===== config.mk =====
export PLATFORM = sky130hd
export DESIGN_NAME = sos_chain
export DESIGN_NICKNAME = d
export VERILOG_FILES = /design/src/hw/rtl/sos_pkg.sv /design/src/hw/rtl/sos_chain.sv
export SDC_FILE = /design/constraint.sdc
export NUM_CORES = 1
export LEC_CHECK = 0
export BUFFER_PORTS_ARGS = -buffer_cell sky130_fd_sc_hd__buf_4
export CORE_UTILIZATION = 55
export DETAILED_ROUTE_END_ITERATION = 7
export GPL_TIMING_DRIVEN = 0
export MAX_ROUTING_LAYER = met4
export PLACE_DENSITY_LB_ADDON = 0.2
export SLEW_MARGIN = 5
export SYNTH_ARGS = -nofsm -noshare
export SYNTH_HDL_FRONTEND = slang
export SYNTH_SLANG_ARGS = --single-unit

===== constraint.sdc =====
create_clock -name clk -period 18.29 [get_ports clk]
set_input_delay 2.7435 -clock clk [delete_from_list [all_inputs] [get_ports clk]]
set_output_delay 2.7435 -clock clk [all_outputs]
set_load 0.01 [all_outputs]

===== src/hw/rtl/sos_pkg.sv =====
// Shared constants, codes and types for the set-of-stacks engine.
// Used by sos_chain, set_of_stacks_engine and sos_checker.
package sos_pkg;

    localparam int NUM_SUBSTACKS  = 16;
    localparam int SUBSTACK_DEPTH = 64;

    localparam int VALUE_W  = 32;
    localparam int CMD_W    = 2;
    localparam int IDX_W    = 4;
    localparam int STATUS_W = 2;
    localparam int CFG_W    = 7;

    localparam int SUB_W  = (NUM_SUBSTACKS > 1) ? $clog2(NUM_SUBSTACKS) : 1;
    localparam int USE_W  = $clog2(NUM_SUBSTACKS + 1);
    localparam int FILL_W = $clog2(SUBSTACK_DEPTH + 1);
    localparam int STORE_DEPTH = NUM_SUBSTACKS * SUBSTACK_DEPTH;
    localparam int ADDR_W = (STORE_DEPTH > 1) ? $clog2(STORE_DEPTH) : 1;

    localparam logic [CMD_W-1:0] CMD_PUSH   = 2'd0;
    localparam logic [CMD_W-1:0] CMD_POP    = 2'd1;
    localparam logic [CMD_W-1:0] CMD_TOP    = 2'd2;
    localparam logic [CMD_W-1:0] CMD_POP_AT = 2'd3;

    localparam logic [STATUS_W-1:0] ST_OK      = 2'd0;
    localparam logic [STATUS_W-1:0] ST_EMPTY   = 2'd1;
    localparam logic [STATUS_W-1:0] ST_NO_SUCH = 2'd2;
    localparam logic [STATUS_W-1:0] ST_FULL    = 2'd3;

    typedef struct packed {
        logic                we;
        logic                re;
        logic [ADDR_W-1:0]   addr;
        logic [STATUS_W-1:0] status;
    } sos_op_t;

    function automatic logic [ADDR_W-1:0] slot(input logic [SUB_W-1:0] s,
                                               input logic [FILL_W-1:0] k);
        logic [ADDR_W-1:0] base;
        base = ADDR_W'(s) * ADDR_W'(SUBSTACK_DEPTH);
        return base + ADDR_W'(k);
    endfunction

endpackage


===== src/hw/rtl/sos_chain.sv =====
// Chain bookkeeping: per-substack fill counts, chain length, size register,
// end-trim priority encoder and the store access for one command.
// Depends on sos_pkg.
module sos_chain (
    input  logic                          clk,
    input  logic                          rst_n,
    input  logic                          go,
    input  logic [sos_pkg::CMD_W-1:0]     cmd,
    input  logic [sos_pkg::IDX_W-1:0]     substack_index,
    input  logic                          cfg_wr_en,
    input  logic [sos_pkg::CFG_W-1:0]     cfg_wr_data,
    output sos_pkg::sos_op_t              op
);
    import sos_pkg::*;

    logic [FILL_W-1:0] fill_reg [NUM_SUBSTACKS];
    logic [FILL_W-1:0] fill_next [NUM_SUBSTACKS];
    logic [USE_W-1:0]  use_reg;
    logic [USE_W-1:0]  use_next;
    logic [CFG_W-1:0]  size_reg;
    logic [CFG_W-1:0]  size_next;

    logic [FILL_W-1:0] eff_size;
    logic [USE_W-1:0]  trim_len;
    logic [USE_W-1:0]  use_m1;
    logic [USE_W-1:0]  trim_m1;
    logic [SUB_W-1:0]  sel;
    logic [FILL_W-1:0] sel_fill;
    logic              need_new;

    always_comb
    begin
        if (size_reg == '0)
            eff_size = FILL_W'(1);
        else if (int'(size_reg) > SUBSTACK_DEPTH)
            eff_size = FILL_W'(SUBSTACK_DEPTH);
        else
            eff_size = FILL_W'(size_reg);
    end

    // Highest nonempty substack; substacks past the chain always read empty.
    always_comb
    begin
        trim_len = '0;
        for (int i = 0; i < NUM_SUBSTACKS; i++)
        begin
            if (fill_reg[i] != '0)
                trim_len = USE_W'(i + 1);
        end
    end

    assign use_m1  = use_reg - 1'b1;
    assign trim_m1 = trim_len - 1'b1;

    always_comb
    begin
        case (cmd)
            CMD_PUSH:         sel = use_m1[SUB_W-1:0];
            CMD_POP, CMD_TOP: sel = trim_m1[SUB_W-1:0];
            default:          sel = SUB_W'(substack_index);
        endcase
    end

    assign sel_fill = fill_reg[sel];
    assign need_new = (use_reg == '0) || (sel_fill >= eff_size);

    always_comb
    begin
        fill_next = fill_reg;
        use_next  = use_reg;
        size_next = cfg_wr_en ? cfg_wr_data : size_reg;
        op        = '0;
        op.status = ST_OK;
        if (go)
        begin
            case (cmd)
                CMD_PUSH:
                begin
                    if (need_new && int'(use_reg) >= NUM_SUBSTACKS)
                    begin
                        op.status = ST_FULL;
                    end
                    else if (need_new)
                    begin
                        use_next                       = use_reg + 1'b1;
                        fill_next[use_reg[SUB_W-1:0]]  = FILL_W'(1);
                        op.we                          = 1'b1;
                        op.addr = slot(use_reg[SUB_W-1:0], '0);
                    end
                    else
                    begin
                        fill_next[sel] = sel_fill + 1'b1;
                        op.we          = 1'b1;
                        op.addr        = slot(sel, sel_fill);
                    end
                end
                CMD_POP, CMD_TOP:
                begin
                    use_next = trim_len;
                    if (trim_len == '0)
                        op.status = ST_EMPTY;
                    else if (cmd == CMD_POP)
                        fill_next[sel] = sel_fill - 1'b1;
                    else
                    begin
                        op.re   = 1'b1;
                        op.addr = slot(sel, sel_fill - 1'b1);
                    end
                end
                default:
                begin
                    if (USE_W'(substack_index) >= use_reg)
                        op.status = ST_NO_SUCH;
                    else if (sel_fill == '0)
                        op.status = ST_EMPTY;
                    else
                        fill_next[sel] = sel_fill - 1'b1;
                end
            endcase
        end
    end

    always_ff @(posedge clk or negedge rst_n)
    begin
        if (!rst_n)
        begin
            for (int i = 0; i < NUM_SUBSTACKS; i++)
                fill_reg[i] <= '0;
            use_reg  <= '0;
            size_reg <= CFG_W'(1);
        end
        else
        begin
            fill_reg <= fill_next;
            use_reg  <= use_next;
            size_reg <= size_next;
        end
    end

endmodule


==> impl_results.md <==
- Endpoints failing hold: 0
- Mean Syn Cell Area: 8.52 um^2
- Status: finished, violations left
- Final setup viols: 0
- Tcrit/Tclk final: 71.5%
- Worst setup path endpoint: op[0]
- CTS Hold Bufs: 0
- GRT Resource Usage Total: 38.3%
- Largest cells by area after synthesis: dfrtp_1 (37%), o22ai_1 (8.0%), mux2i_1 (6.4%)
- Hpwl dp: 21.0 mm
- Htree depth: 4
- Fill count: 1,279
- Global route total overflow: 0
- Total negative slack: 0 ps
- HP Class: reg -> reg
- EDFF count, synth: 0
- Area of the mapped netlist: 8320 um^2
- Setup Buffers After CTS: 0
- Vias post-DR: 8,227
- Unrepaired setup endpoints after global routing: no
- Max Root-Sink Buffers: 2
- I/O Buffers: 29
- Layout cells sized above 1: 12.4%
- Routed length on met2: 12.0 mm
- Finished Cell Area: 9390 um^2
- Clock sinks: 124
- DIE WIDTH: 125 um
- Count leader, synth: dfrtp_1
- FF-to-FF path depth: 29
- Largest net degree at the start of global routing: 75
- Final nets: 1,068
- Vias per inst: 6.74
- Relative slew slack: 34.4%
- I/O pin total: 31
- Clock Pin Slew Worst Setup and Hold Paths: 60 ps
- Max Cap Viol: 0
- Metal-1 WL: 11.5 mm
- Num rows: 44
- Most common library cells after synthesis: dfrtp_1 (123), inv_1 (115), o22ai_1 (106)
- Cts bufs inserted: 17
- Synth Flop Type: dfrtp_1
- Max stage delay on crit path: 750 ps
- Crit path arrival time: 10,340 ps
- Antenna-violating nets left: 0
- Max reg flops: 112
- Clock insertion delay at the later pin of the skew report: 430 ps
- Reg2reg setup slack: 9590 ps
- Core ar.: 14,600 um^2
- Initial DRC Count: 923
- CP startpoint: cmd[0]
- Global-route wire length before repair: 43.8 mm
- Worst clock skew: 6.76 ps
- Max frequency: 0.0765 GHz
- Library cells used by synthesis: 79
- FF-to-FF End: fill_reg[44]
- CP max FO: 11
- Worst R2R Start: fill_reg[66]
- Slew at the pin with the worst max-slew slack: 964 ps
- DRC: 8
- Synth-to-layout area growth: 12.9%
- Syn Nets: 1,019
- Final Max Slew Viols: 0
- Routability cong.: 1.07
- Initial antenna violation count: 0
- Initial DRT Pass Iterations: 8
- Placed cell area: 8800 um^2
- Die area: 15,600 um^2
- Critical Path Slowest Stage Cell: mux2i_2
- Minimum clock period: 13,080 ps
- Top cell type's share of synthesized area: 37.0%
- WP data required: 15,550 ps
- Initial Util: 56.8%
- Final wirelength: 28.5 mm
- Clock Tree Root: clkbuf_16
- Post-Synthesis Cells: 977
- WL/cell: 23.3 um
- # diodes: 0
- Async SR Flop Fraction: 100%
- Seq/Total Area, Yosys: 37.3%
- Area leader, netlist: dfrtp_1
- Violated checks: design-rule violations
- Type of the worst setup path: in -> out
- CP Capture Type: primary output
- Startpoint types: input pin
- #FFs+latches synth: 124
- Chip height: 125 um
- DR top layer: met4
- WL met3: 3.38 mm
- Vias in the first global route: 7,781
- CTS tree: yes
- PostCTS Resize Cnt: 0
- Synth warnings: 0
-- metal layers --
layer / up-vias / global-route usage (%)
met5: - / -
met4: 0 / 20.6
met3: 134 / 9.03
met2: 550 / 54.1
met1: 3902 / 51.0
li1: 3641 / -
-- final cells by class --
class / count / area, um^2 / share of cell area (%)
Clock buffer: 24 / 502 / 5.34
Timing Repair Buffer: 30 / 249 / 2.65
Sequential cell: 124 / 3100 / 33.1
Clock inverter: 6 / 85.1 / 0.906
Multi-Input combinational cell: 687 / 4520 / 48.1
Tap cell: 184 / 230 / 2.45
Inverter: 119 / 449 / 4.78
Buffer: 47 / 256 / 2.73
-- critical path, delay by kind of cell --
kind            cells  cell delay [ps]
compound gates     10             2280
buf+inv            10             2060
simple gates        8             1700
fa+ha+maj           3              800
mux                 1              750
-- through the flow --
stage	utilization (%)	std cells	hold slack (ps)	worst slack, ps
after global placement	59.9	1190	514	5290
after detailed placement	60.1	1191	522	5230
after CTS	64.1	1221	530	5200
final	64.1	1221	532	5210
after global routing	64.1	1221	543	4840
after floorplan	-	977	487	7500
-- cell usage in the layout (no fill, tap or decap), types with 4 or more instances in the layout --
cell and n:
a211o_1 4, a211oi_1 5, a21o_1 11, a21oi_1 41, a221o_1 4, a22oi_1 10, and2_1 9, buf_2 10
buf_4 36, buf_6 6, clkbuf_1 23, clkbuf_16 17, clkbuf_8 5, dfrtp_1 123, ha_1 25, inv_1 115
mux2_2 9, mux2i_1 52, nand2_1 100, nand2b_1 4, nand3_1 22, nand4_1 7, nor2_1 60, nor2b_1 5
nor3_1 72, nor4_1 14, o211a_1 8, o211a_2 8, o21ai_0 19, o22ai_1 106, o31ai_1 5, or3_1 4
xnor2_1 12
-- worst min path at each step --
stage / start / to / depth (start not counted)
global placement: fill_reg[106] / fill_reg[106] / 2
detailed placement: fill_reg[65] / fill_reg[65] / 2
CTS: fill_reg[65] / fill_reg[65] / 2
finish: fill_reg[65] / fill_reg[65] / 2
floorplan: fill_reg[108] / fill_reg[108] / 2
global route: fill_reg[90] / fill_reg[90] / 2
-- logic make-up (layout without fill, tap and decap cells) --
kind of cell,count (synthesis),in the layout,share of synthesized area [%]
fa+ha+maj,25,25,3.76
simple gates,325,325,19.3
flops,124,124,37.3
xor+xnor,13,13,1.37
compound gates,262,262,22.2
mux,62,62,7.59
buf+inv,166,226,8.48
Power is left out: the tool's default activity adds up to more than one toggle a clock period on the data nets, which glitch-free logic cannot reach.
